**config.mk**
```make
export PLATFORM = sky130hd
export DESIGN_NAME = crc_checked_led_command_receiver_core
export DESIGN_NICKNAME = d
export VERILOG_FILES = /design/src/design/crcled_pkg.sv /design/src/design/crcled_front.sv /design/src/design/crcled_queue.sv /design/src/design/crcled_back.sv /design/src/design/crc_checked_led_command_receiver_core.sv
export SDC_FILE = /design/constraint.sdc
export NUM_CORES = 1
export LEC_CHECK = 0
export BUFFER_PORTS_ARGS = -buffer_cell sky130_fd_sc_hd__buf_4
export CORE_ASPECT_RATIO = 0.9
export CORE_UTILIZATION = 35
export DETAILED_ROUTE_END_ITERATION = 8
export PLACE_DENSITY = 0.46
export SLEW_MARGIN = 20
export SYNTH_ARGS = -nofsm -noshare
export SYNTH_HDL_FRONTEND = slang
export SYNTH_HIERARCHICAL = 1
export SYNTH_SLANG_ARGS = --single-unit
export TNS_END_PERCENT = 10
```
**constraint.sdc**
```tcl
create_clock -name clk -period 14.63 [get_ports clk]
set_input_delay 1.463 -clock clk [delete_from_list [all_inputs] [get_ports clk]]
set_output_delay 1.463 -clock clk [all_outputs]
set_load 0.01 [all_outputs]
```
**src/design/crcled_pkg.sv**
```systemverilog
// shared types, command codes and tables for the crc-checked led command receiver
`timescale 1ns / 1ps

package crcled_pkg;

  localparam int STORE_DEPTH  = 24;
  localparam int PAYLOAD_BITS = STORE_DEPTH * 8;
  localparam int COUNT_W      = 5;
  localparam int STEP_W       = 4;
  localparam int QUEUE_DEPTH  = 2;

  localparam logic [3:0] CMD_SET_ALL_LATCH = 4'h1;
  localparam logic [3:0] CMD_SET_ONE_LATCH = 4'h2;
  localparam logic [3:0] CMD_PULSE         = 4'h3;
  localparam logic [3:0] CMD_LATCH         = 4'h4;
  localparam logic [3:0] CMD_SET_EVERY     = 4'h6;
  localparam logic [3:0] CMD_SET_ALL       = 4'h7;
  localparam logic [3:0] CMD_SET_ONE       = 4'h8;

  typedef enum logic [1:0] {
    ACT_SET_ONE = 2'd0,
    ACT_SET_ALL = 2'd1,
    ACT_LATCH   = 2'd2
  } action_t;

  typedef enum logic [1:0] {
    PH_HEADER  = 2'd0,
    PH_PAYLOAD = 2'd1,
    PH_CHECK   = 2'd2
  } phase_t;

  // one good, addressed frame handed from the front to the back
  typedef struct packed {
    logic [3:0]              cmd;
    logic [PAYLOAD_BITS-1:0] payload;
  } job_t;

  typedef struct packed {
    action_t     led_action;
    logic [3:0]  channel;
    logic [11:0] level;
    logic        last_of_frame;
  } result_t;

  function automatic logic [COUNT_W-1:0] payload_len(input logic [3:0] cmd);
    logic [COUNT_W-1:0] len;
    unique case (cmd)
      CMD_SET_ALL_LATCH: len = COUNT_W'(1);
      CMD_SET_ONE_LATCH: len = COUNT_W'(2);
      CMD_PULSE:         len = COUNT_W'(3);
      CMD_SET_EVERY:     len = COUNT_W'(STORE_DEPTH);
      CMD_SET_ALL:       len = COUNT_W'(1);
      CMD_SET_ONE:       len = COUNT_W'(2);
      default:           len = '0;
    endcase
    return len;
  endfunction

endpackage

```
**src/design/crcled_front.sv**
```systemverilog
// frame receiver: header, payload store, crc-8 check and job hand-off
`timescale 1ns / 1ps

module crcled_front (
  input  logic                clk,
  input  logic                rst,
  input  logic                push,
  input  logic [7:0]          rx_byte,
  output logic                full,
  input  logic                cfg_valid,
  input  logic [7:0]          cfg_data,
  output logic                cfg_ready,
  input  logic                q_full,
  output logic                job_push,
  output crcled_pkg::job_t    job
);
  import crcled_pkg::*;

  phase_t             phase, phase_next;
  logic [7:0]         board_address;
  logic [7:0]         header_byte;
  logic [7:0]         running_crc;
  logic [COUNT_W-1:0] payload_count;
  logic [7:0]         store [STORE_DEPTH];

  logic               accept;
  logic [COUNT_W-1:0] len_cur, len_hdr, count_inc;
  logic               addr_ok, has_results, crc_ok;

  // reflected crc-8, polynomial 0x31, one bit per step
  function automatic logic [7:0] crc_byte(input logic [7:0] data, input logic [7:0] crc);
    logic [7:0] c;
    logic [7:0] d;
    c = crc;
    d = data;
    for (int k = 0; k < 8; k++) begin
      if ((c[0] ^ d[0]) == 1'b1) begin
        c = ((c ^ 8'h18) >> 1) | 8'h80;
      end else begin
        c = c >> 1;
      end
      d = d >> 1;
    end
    return c;
  endfunction

  assign accept    = push && !full;
  assign len_cur   = payload_len(header_byte[3:0]);
  assign len_hdr   = payload_len(rx_byte[3:0]);
  assign count_inc = payload_count + COUNT_W'(1);
  assign cfg_ready = 1'b1;

  assign addr_ok = (header_byte[7:4] == 4'h0) || ({header_byte[7:4], 4'h0} == board_address);
  assign crc_ok  = (rx_byte == running_crc);

  always_comb begin
    case (header_byte[3:0]) inside
      CMD_SET_ALL_LATCH, CMD_SET_ONE_LATCH, CMD_PULSE, CMD_LATCH,
      CMD_SET_EVERY, CMD_SET_ALL, CMD_SET_ONE: has_results = 1'b1;
      default:                                 has_results = 1'b0;
    endcase
  end

  // next state
  always_comb begin
    phase_next = phase;
    if (accept) begin
      unique case (phase)
        PH_PAYLOAD: begin
          if (count_inc >= len_cur) phase_next = PH_CHECK;
        end
        PH_CHECK: phase_next = PH_HEADER;
        default: begin
          phase_next = (len_hdr == '0) ? PH_CHECK : PH_PAYLOAD;
        end
      endcase
    end
  end

  // outputs
  always_comb begin
    full     = 1'b0;
    job_push = 1'b0;
    unique case (phase)
      PH_CHECK: begin
        full     = q_full;
        job_push = push && !q_full && crc_ok && addr_ok && has_results;
      end
      default: begin
        full     = 1'b0;
        job_push = 1'b0;
      end
    endcase
  end

  always_comb begin
    job.cmd = header_byte[3:0];
    for (int k = 0; k < STORE_DEPTH; k++) begin
      job.payload[k*8 +: 8] = store[k];
    end
  end

  always_ff @(posedge clk) begin
    if (rst) begin
      phase         <= PH_HEADER;
      board_address <= 8'h10;
      header_byte   <= '0;
      running_crc   <= '0;
      payload_count <= '0;
    end else begin
      phase <= phase_next;
      if (cfg_valid && cfg_ready) begin
        board_address <= cfg_data;
      end
      if (accept) begin
        unique case (phase)
          PH_PAYLOAD: begin
            running_crc   <= crc_byte(rx_byte, running_crc);
            payload_count <= count_inc;
          end
          PH_CHECK: begin
          end
          default: begin
            header_byte   <= rx_byte;
            running_crc   <= crc_byte(rx_byte, 8'h00);
            payload_count <= '0;
          end
        endcase
      end
    end
  end

  always_ff @(posedge clk) begin
    if (accept && (phase == PH_PAYLOAD) && (payload_count < COUNT_W'(STORE_DEPTH))) begin
      store[payload_count] <= rx_byte;
    end
  end

endmodule

```
**src/design/crcled_queue.sv**
```systemverilog
// short job queue between the frame receiver and the command sequencer
`timescale 1ns / 1ps

module crcled_queue (
  input  logic              clk,
  input  logic              rst,
  input  logic              push,
  input  crcled_pkg::job_t  job_in,
  output logic              full,
  input  logic              pop,
  output crcled_pkg::job_t  job_out,
  output logic              valid
);
  import crcled_pkg::*;

  localparam int PTR_W = (QUEUE_DEPTH > 1) ? $clog2(QUEUE_DEPTH) : 1;
  localparam int CNT_W = $clog2(QUEUE_DEPTH + 1);

  job_t             slots [QUEUE_DEPTH];
  logic [PTR_W-1:0] wr_ptr, rd_ptr;
  logic [CNT_W-1:0] count;
  logic             do_push, do_pop;

  assign full    = (count == CNT_W'(QUEUE_DEPTH));
  assign valid   = (count != '0);
  assign do_push = push && !full;
  assign do_pop  = pop && valid;
  assign job_out = slots[rd_ptr];

  function automatic logic [PTR_W-1:0] ptr_inc(input logic [PTR_W-1:0] p);
    return (p == PTR_W'(QUEUE_DEPTH - 1)) ? '0 : p + PTR_W'(1);
  endfunction

  always_ff @(posedge clk) begin
    if (rst) begin
      wr_ptr <= '0;
      rd_ptr <= '0;
      count  <= '0;
    end else begin
      if (do_push) wr_ptr <= ptr_inc(wr_ptr);
      if (do_pop)  rd_ptr <= ptr_inc(rd_ptr);
      if (do_push && !do_pop) begin
        count <= count + CNT_W'(1);
      end else if (do_pop && !do_push) begin
        count <= count - CNT_W'(1);
      end
    end
  end

  always_ff @(posedge clk) begin
    if (do_push) slots[wr_ptr] <= job_in;
  end

endmodule

```
**src/design/crcled_back.sv**
```systemverilog
// command sequencer: turns one job into led results through an output register
`timescale 1ns / 1ps

module crcled_back (
  input  logic                 clk,
  input  logic                 rst,
  input  logic                 job_valid,
  input  crcled_pkg::job_t     job,
  output logic                 job_pop,
  output logic                 out_valid,
  input  logic                 out_pop,
  output crcled_pkg::result_t  out_res
);
  import crcled_pkg::*;

  logic [STEP_W-1:0] step;
  result_t           res;
  logic              load;
  logic [7:0]        p0, p1, ga, gb, gc;
  logic [23:0]       group;

  assign p0    = job.payload[7:0];
  assign p1    = job.payload[15:8];
  // three payload bytes feed each pair of channels
  assign group = job.payload[step[STEP_W-1:1]*24 +: 24];
  assign ga    = group[7:0];
  assign gb    = group[15:8];
  assign gc    = group[23:16];

  assign load    = job_valid && (!out_valid || out_pop);
  assign job_pop = load && res.last_of_frame;

  always_comb begin
    res.led_action    = ACT_LATCH;
    res.channel       = '0;
    res.level         = '0;
    res.last_of_frame = 1'b1;
    unique case (job.cmd) inside
      CMD_SET_ALL_LATCH, CMD_SET_ALL: begin
        if (step[0] == 1'b0) begin
          res.led_action    = ACT_SET_ALL;
          res.level         = {p0, 4'h0};
          res.last_of_frame = (job.cmd == CMD_SET_ALL);
        end
      end
      CMD_SET_ONE_LATCH, CMD_SET_ONE, CMD_PULSE: begin
        if (step[0] == 1'b0) begin
          res.led_action    = ACT_SET_ONE;
          res.channel       = p0[7:4];
          res.level         = {p0[3:0], p1};
          res.last_of_frame = (job.cmd != CMD_SET_ONE_LATCH);
        end
      end
      CMD_SET_EVERY: begin
        res.led_action    = ACT_SET_ONE;
        res.channel       = step;
        res.level         = (step[0] == 1'b0) ? {ga, gb[7:4]} : {gb[3:0], gc};
        res.last_of_frame = (step == '1);
      end
      default: begin
      end
    endcase
  end

  always_ff @(posedge clk) begin
    if (rst) begin
      step      <= '0;
      out_valid <= 1'b0;
    end else begin
      if (load) begin
        out_valid <= 1'b1;
        step      <= res.last_of_frame ? '0 : step + STEP_W'(1);
      end else if (out_pop) begin
        out_valid <= 1'b0;
      end
    end
  end

  always_ff @(posedge clk) begin
    if (load) out_res <= res;
  end

endmodule

```
**src/design/crc_checked_led_command_receiver_core.sv**
```systemverilog
// top level of the crc-checked led command receiver
//
//   channel   signals                              beat taken when
//   input     push, full, rx_byte                  push && !full
//   results   empty, pop, led_action, channel,     pop && !empty
//             level, last_of_frame
//   config    cfg_valid, cfg_ready, cfg_data       cfg_valid && cfg_ready
//
// the receiver takes one byte per cycle while full is low; full rises only on
// a check byte while both job slots are taken. the sequencer gives one result
// per cycle while pop keeps up. a set-every job gives 16 results, others 1 or 2.
// reset clears the frame state and empties the job queue and output register.
// results wait in the output register, a stalled pop never blocks the receiver
// until the job queue fills.
`timescale 1ns / 1ps

module crc_checked_led_command_receiver_core (
  input  logic        clk,
  input  logic        rst,
  input  logic        push,
  output logic        full,
  input  logic [7:0]  rx_byte,
  output logic        empty,
  input  logic        pop,
  output logic [1:0]  led_action,
  output logic [3:0]  channel,
  output logic [11:0] level,
  output logic        last_of_frame,
  input  logic        cfg_valid,
  output logic        cfg_ready,
  input  logic [7:0]  cfg_data
);
  import crcled_pkg::*;

  job_t    front_job, head_job;
  logic    job_push, q_full, job_pop, head_valid, out_valid;
  result_t out_res;

  crcled_front u_front (
    .clk       (clk),
    .rst       (rst),
    .push      (push),
    .rx_byte   (rx_byte),
    .full      (full),
    .cfg_valid (cfg_valid),
    .cfg_data  (cfg_data),
    .cfg_ready (cfg_ready),
    .q_full    (q_full),
    .job_push  (job_push),
    .job       (front_job)
  );

  crcled_queue u_queue (
    .clk     (clk),
    .rst     (rst),
    .push    (job_push),
    .job_in  (front_job),
    .full    (q_full),
    .pop     (job_pop),
    .job_out (head_job),
    .valid   (head_valid)
  );

  crcled_back u_back (
    .clk       (clk),
    .rst       (rst),
    .job_valid (head_valid),
    .job       (head_job),
    .job_pop   (job_pop),
    .out_valid (out_valid),
    .out_pop   (pop),
    .out_res   (out_res)
  );

  assign empty         = !out_valid;
  assign led_action    = out_res.led_action;
  assign channel       = out_res.channel;
  assign level         = out_res.level;
  assign last_of_frame = out_res.last_of_frame;

  // a job is never offered to a full queue
  a_no_overflow: assert property (@(posedge clk) disable iff (rst)
    !(job_push && q_full))
    else $error("job pushed into a full queue");

  a_channel_zero: assert property (@(posedge clk) disable iff (rst)
    (!empty && (led_action != ACT_SET_ONE)) |-> (channel == 4'h0))
    else $error("channel not zero on set-all or latch");

  a_latch_last: assert property (@(posedge clk) disable iff (rst)
    (!empty && (led_action == ACT_LATCH)) |-> ((level == 12'h000) && last_of_frame))
    else $error("latch beat with level or not last of frame");

  a_reset_empty: assert property (@(posedge clk)
    rst |=> empty)
    else $error("result visible right after reset");

endmodule
```
Word-level counts from Yosys, hierarchy flattened
Memories as Yosys holds them, arrays and structs flattened. A register that Yosys moved wholly into a read port is not among the register bits.
Index checks and enable logic that the tools add are counted.
{"block": "word_totals", "ff_bits": 59, "latch_bits": 0, "ram_bits": 584, "romBits": 0, "in_bits": 21, "n_memories": 2}
{"block": "classes", "add_sub_neg": 6, "n_mul": 1, "div": 0, "magnitude_cmp": 2, "n_eq_ne": 27, "shift": 1, "mux": 88, "bitwise_logic": 32, "n_reduce_logical": 36}
{"memory": "u_queue.slots", "depth": 2, "word_bits": 196, "read_ports": 1, "rd_ports_with_merged_regs": 1, "write_ports": 1, "line_no": "crcled_queue.sv:19", "source": "job_t slots [QUEUE_DEPTH];"}
{"memory": "u_front.store", "depth": 24, "word_bits": 8, "read_ports": 24, "rd_ports_with_merged_regs": 0, "write_ports": 1, "line_no": "crcled_front.sv:24", "source": "logic [7:0] store [STORE_DEPTH];"}
{"op": "2-to-1 mux 8 bit", "count": 58}
{"op": "indexed part select 192 x 9 -> 24 bit", "count": 1}
{"op": "case mux 5 bit (4 select lines)", "count": 2}
{"op": "case mux 13 bit (3 select lines)", "count": 1}
{"op": "NOT 2 bit", "count": 15}
{"op": "== test 4 x 3 -> 1 bit (second input constant)", "count": 7}
{"op": "== test 4 x 2 -> 1 bit (second input constant)", "count": 6}
{"op": "2-to-1 mux 19 bit", "count": 1}
{"op": "== test 4 bit (second input constant)", "count": 4}
{"op": "== test 8 bit", "count": 2}
{"op": "case mux 8 bit (2 select lines)", "count": 1}
{"op": "XOR 1 bit", "count": 15}
{"op": "logical AND 1 bit", "count": 13}
{"op": "2-to-1 mux 1 bit", "count": 13}
{"op": "2-to-1 mux 13 bit", "count": 1}
{"op": "== test 4 x 1 -> 1 bit (second input constant)", "count": 3}
{"op": "2-to-1 mux 12 bit", "count": 1}
{"op": "OR reduction 2 bit", "count": 6}
{"op": "2-to-1 mux 2 bit", "count": 5}
{"op": "case mux 5 bit (2 select lines)", "count": 1}
{"op": "case mux 4 bit (2 select lines)", "count": 1}
{"op": "OR reduction 7 bit", "count": 1}
{"op": "case mux 2 bit (3 select lines)", "count": 1}
{"op": "AND reduction 2 bit", "count": 3}
{"op": "other kinds (21)", "count": 31}

Longest topological paths before layout
{"block": "depth", "word_depth": 39, "depth_mapped": 12}

By module
Netlist, hierarchy kept.
{"module": "crcled_queue", "n_inst": 1, "cells_each": 635, "area_per_inst_um2": 14938.1, "seq_area_each_um2": 11871.4}
{"module": "crcled_front", "n_inst": 1, "cells_each": 491, "area_per_inst_um2": 8095.3, "seq_area_each_um2": 6386.1}
{"module": "crcled_back", "n_inst": 1, "cells_each": 192, "area_per_inst_um2": 2615.0, "seq_area_each_um2": 670.6}
{"module": "crc_checked_led_command_receiver_core", "n_inst": 1, "cells_each": 1, "area_per_inst_um2": 3.8, "seq_area_each_um2": 0.0}

Worst setup path before layout
OpenSTA, ideal clock, no wires.
{"block": "synth_path", "path_kind": "input to register", "from": "input rx_byte[3]", "to": "memory u_queue/slots[1][0] (netlist name), enable pin", "setup_ps": 581, "arrival_time_ps": 7308, "setup_slack_ps": 6741, "path_stages": 7, "n_path_buf": 1, "path_cell_list": "clkbuf_2 xor2_1 or4b_2 nor4_1 inv_1 nor2_1 and2_1"}
{"block": "synth_via", "elab_chain_cells": 8}
{"element": "start, declared", "line_no": "crc_checked_led_command_receiver_core.sv:22", "source": "input logic [7:0] rx_byte,"}
{"element": "== test 8 bit", "line_no": "crcled_front.sv:54", "source": "assign crc_ok = (rx_byte == running_crc);"}
{"element": "logical AND 1 bit (3 in a row)", "line_no": "crcled_front.sv:87", "source": "job_push = push && !q_full && crc_ok && addr_ok && has_results;"}
{"element": "2-to-1 mux 1 bit", "line_no": "crcled_front.sv:84", "source": "unique case (phase)"}
{"element": "named net job_push", "line_no": "crc_checked_led_command_receiver_core.sv:36", "source": "logic job_push, q_full, job_pop, head_valid, out_valid;"}
{"element": "logical AND 1 bit", "line_no": "crcled_queue.sv:26", "source": "assign do_push = push && !full;"}
{"element": "2-to-1 mux 1 bit", "line_no": "crcled_queue.sv:51", "source": "if (do_push) slots[wr_ptr] <= job_in;"}
{"element": "2-to-1 mux 1 bit (not written as such)", "line_no": "crcled_queue.sv:51"}
{"element": "end, declared", "line_no": "crcled_queue.sv:19"}
The timed path passes the listed nets, and every way through them passes these cells.

Final worst setup path
{"block": "layout_path", "from": "input rx_byte[1]", "to": "memory u_queue/slots[0][149] (netlist name), enable pin"}
The elaborated chain is that of the path after synthesis.

==> flow_summary_export.csv <==
group,metric,value,unit
min_path,hold_start,"u_front/store[23][0]$_DFFE_PP_",
cts,ctsHoldBuffers,0,
cells_and_area,fillCellCount,6407,
sta,rsz0062_at_grt,"no",
placed_design,dpl_cell_area,26980,µm²
sta,setup_viol_count_final,0,
synth,ys_ff_latch,644,
drt,post_drt_wl_per_cell,23.82,µm
sta,fmax,193.7,MHz
worst_setup_path,cp.required,14840,ps
placed_design,port_buffers,41,
synth,synth_edf_count,603,
worst_setup_path,cp_slowest_cell,"buf_4",
worst_setup_path,timing.rr.start,"u_front/running_crc[4]$_SDFFE_PP0P_",
pwr,p_int,3091,µW
synth,netlist_area,25650,µm²
floorplan,die_h,258.8,µm
cts,cts_setup_buffers,0,
sta,hold_violations,0,
flow_run,drv_cap,0,
global_routing,grt_usage,0.1548,
sta,skew,25.24,ps
worst_setup_path,setup.worst_path.class,"input pin to register",
sta,finalSetupTns,0,ps
worst_setup_path,worst_path_most_repeated_cell,"buf_4",
global_routing,grt_overflow,0,
synth,postSynthAreaPerCell,19.45,µm²
floorplan,core,72030,µm²
cts,cts_root_buf,"clkbuf_16",
cts,h-tree-depth,3,
min_path,hold_class,"register to register",
drt,vias_per_cell,4.955,
pwr,power_frac_comb,0.026,
drt,vias,11860,
pwr,p_sw,771.2,µW
worst_setup_path,rrSetupSlack,10330,ps
cts,cts_resized,0,
global_routing,grt_max_degree,126,
cts,clk_pin_slew_worst_paths,60,ps
worst_setup_path,cp_data_arrival_time,5370,ps
worst_setup_path,r2r_cells,7,
worst_setup_path,setup.worst_path.start_class,"input pin",
pwr,irDropWorstVdd,0.08148,mV
global_routing,antenna_found_initial,3,
placed_design,gp_congestion,0.7323,
worst_setup_path,endpoint_kind,"register",
sta,max_slew.worst_pin.slew,1081,ps
cells_and_area,post_route_cells_drive_above_1_share,0.3082,
floorplan,fp.dieW,287.4,µm
synth,ys_types,62,
worst_setup_path,max_stage_delay,950,ps
placed_design,dpl.hpwl,32340,µm
synth,postSynth.asyncResetShare,0,
cts,cts-buffers-inserted,70,
sta,slew_headroom,0.2784,
synth,synth_warnings,6,
cts,clock_path_buffers,3,
min_path,hold_depth,0,
floorplan,die_area,74380,µm²
pwr,power.density,132.0,nW/µm²
status,outcome,"finished, final reports clean",
min_path,min_to,"u_queue/slots[1][184]$_DFFE_PP_",
synth,yosys_most_used_dff,"edfxtp_1",
pwr,clockPowerShare,0.455,
cells_and_area,final_common_cell,"edfxtp_1",
cells_and_area,area_growth,14.07,%
cts,cts_tree,"done",
worst_setup_path,crit_chain,"buf_4, xor2_1, or4b_2, nor4_1, inv_1, or3_1, inv_8, buf_4",
pwr,switching_share,0.1997,
cells_and_area,final_design_area_no_fill,29260,µm²
drt,routed_wl,57020,µm
synth,synth-seq-area-share,0.7379,
cells_and_area,n_antenna_cell,0,
cts,clk_latency,600,ps
worst_setup_path,cp_max_fo,125,
cells_and_area,mostFrequentLayoutCells,"edfxtp_1, mux2_4, clkbuf_16, buf_4, mux2_2",
pwr,p_leak,0.009473,µW
sta,slew_violations,0,
worst_setup_path,r2r_end,"u_queue/slots[0][149]$_DFFE_PP_",
drt,drt_iter0_markers,937,
pwr,pwr-share-seq,0.520,
drt,drtPass1Iterations,5,
global_routing,grt_pass1_wl,82880,µm
sta,period_share,0.3530,
sta,period_needed,5164,ps
cts,numClockSinks,644,
drt,drc,0,
drt,ant_nets,0,
synth,synth_fp_nets,1356,
synth,synth_cells,1319,
global_routing,grt_pass1_vias,12160,
floorplan,initial_core_util,0.3561,
cells_and_area,final_util,0.4063,
floorplan,rows,93,
floorplan,ios,43,
cells_and_area,nNetsFinal,1430,
==> layer usage <==
metal,wire (µm),track usage
met2,26210,0.2375
met5,0,0
met3,2738,0.03371
met4,1505,0.04832
met1,26560,0.2188
==> registers in the layout (all words and copies together), names as in the netlist, named ones only <==
| register | count |
|---|---|
| u_back/out_res | 19 |
| u_front/store | 192 |
| u_queue/slots | 392 |
| u_front/header_byte | 8 |
| u_front/board_address | 8 |
| u_front/payload_count | 5 |
| u_queue/count | 2 |
| u_queue/rd_ptr | 1 |
| u_back/step | 4 |
| u_front/phase | 2 |
| u_queue/wr_ptr | 1 |
| u_front/running_crc | 8 |
| u_back/out_valid | 1 |
==> worst max path at each step <==
stage                          start                         endpoint  slack [ps]  cells past startpoint
after global placement    rx_byte[1]  u_queue/slots[0][101]$_DFFE_PP_        8740                      8
after detailed placement  rx_byte[1]  u_queue/slots[0][149]$_DFFE_PP_        8700                      8
after floorplan           rx_byte[3]    u_queue/slots[1][0]$_DFFE_PP_        6740                      7
after CTS                 rx_byte[1]  u_queue/slots[0][149]$_DFFE_PP_        9340                      8
after global routing      rx_byte[1]  u_queue/slots[0][149]$_DFFE_PP_        9230                      8
final                     rx_byte[1]  u_queue/slots[0][149]$_DFFE_PP_        9470                      8
==> synthesized netlist by cell type (all sizes together) (6+ instances only) <==
master,instances,area (µm²)
a21oi,29,145.1
a22oi,20,150.1
buf,52,396.6
clkbuf,15,57.55
dfxtp,41,820.8
edfxtp,603,18110
ha,16,200.2
inv,16,60.06
mux2,197,2744
mux2i,24,240.2
mux4,48,1081
nand2,45,168.9
nand3,21,105.1
nor2,47,176.4
nor2b,6,37.54
nor3,8,40.04
o211ai,13,97.59
o21ai,11,55.05
xnor2,21,198.9
xor2,17,156.4
==> critical path, delay by kind of cell <==
family	cells	cell delay, ps
XOR/XNOR	1	200
buffers and inverters	4	2150
AND/OR/NAND/NOR	3	1430
==> area by class of cell <==
cell class	instances	area (µm²)	area share
Multi-Input combinational cell	592	6257	0.2138
Inverter	16	67.56	0.002309
Timing Repair Buffer	69	530.5	0.01813
Sequential cell	644	18940	0.6472
Clock inverter	38	409.1	0.01398
Clock buffer	85	1872	0.06397
Tap cell	950	1189	0.04062
==> per-stage QoR <==
stage	cells	total power, µW	hold WS (ps)	setup slack (ps)
global route	2394	3996	434.5	9230
global placement	2271	2145	421.5	8744
floorplan	1319	2110	421.5	6741
finish	2394	3863	425.3	9466
detailed placement	2271	2145	429.0	8705
CTS	2394	3916	429.9	9344
==> power groups by stage <==
stage / registers (µW) / logic, µW / clock network [µW]
after floorplan: 2040 / 66.0 / 0
after global placement: 2050 / 98.7 / 0
after detailed placement: 2050 / 99.3 / 0
after CTS: 2010 / 99.9 / 1810
after global routing: 2010 / 109 / 1880
final: 2010 / 99.4 / 1760
==> logic make-up after synthesis <==
group	count (synthesis)	synth area share
AOI/OAI and AO/OA	94	0.02531
xor gates and xnor gates	40	0.01575
adders and majority gates	16	0.007804
buffers and inverters	83	0.02005
DFF	644	0.7379
muxes	269	0.1585
other	1	0.0001462
and+or+nand+nor	172	0.03458
No activity file was read; power rests on OpenSTA's default activity.
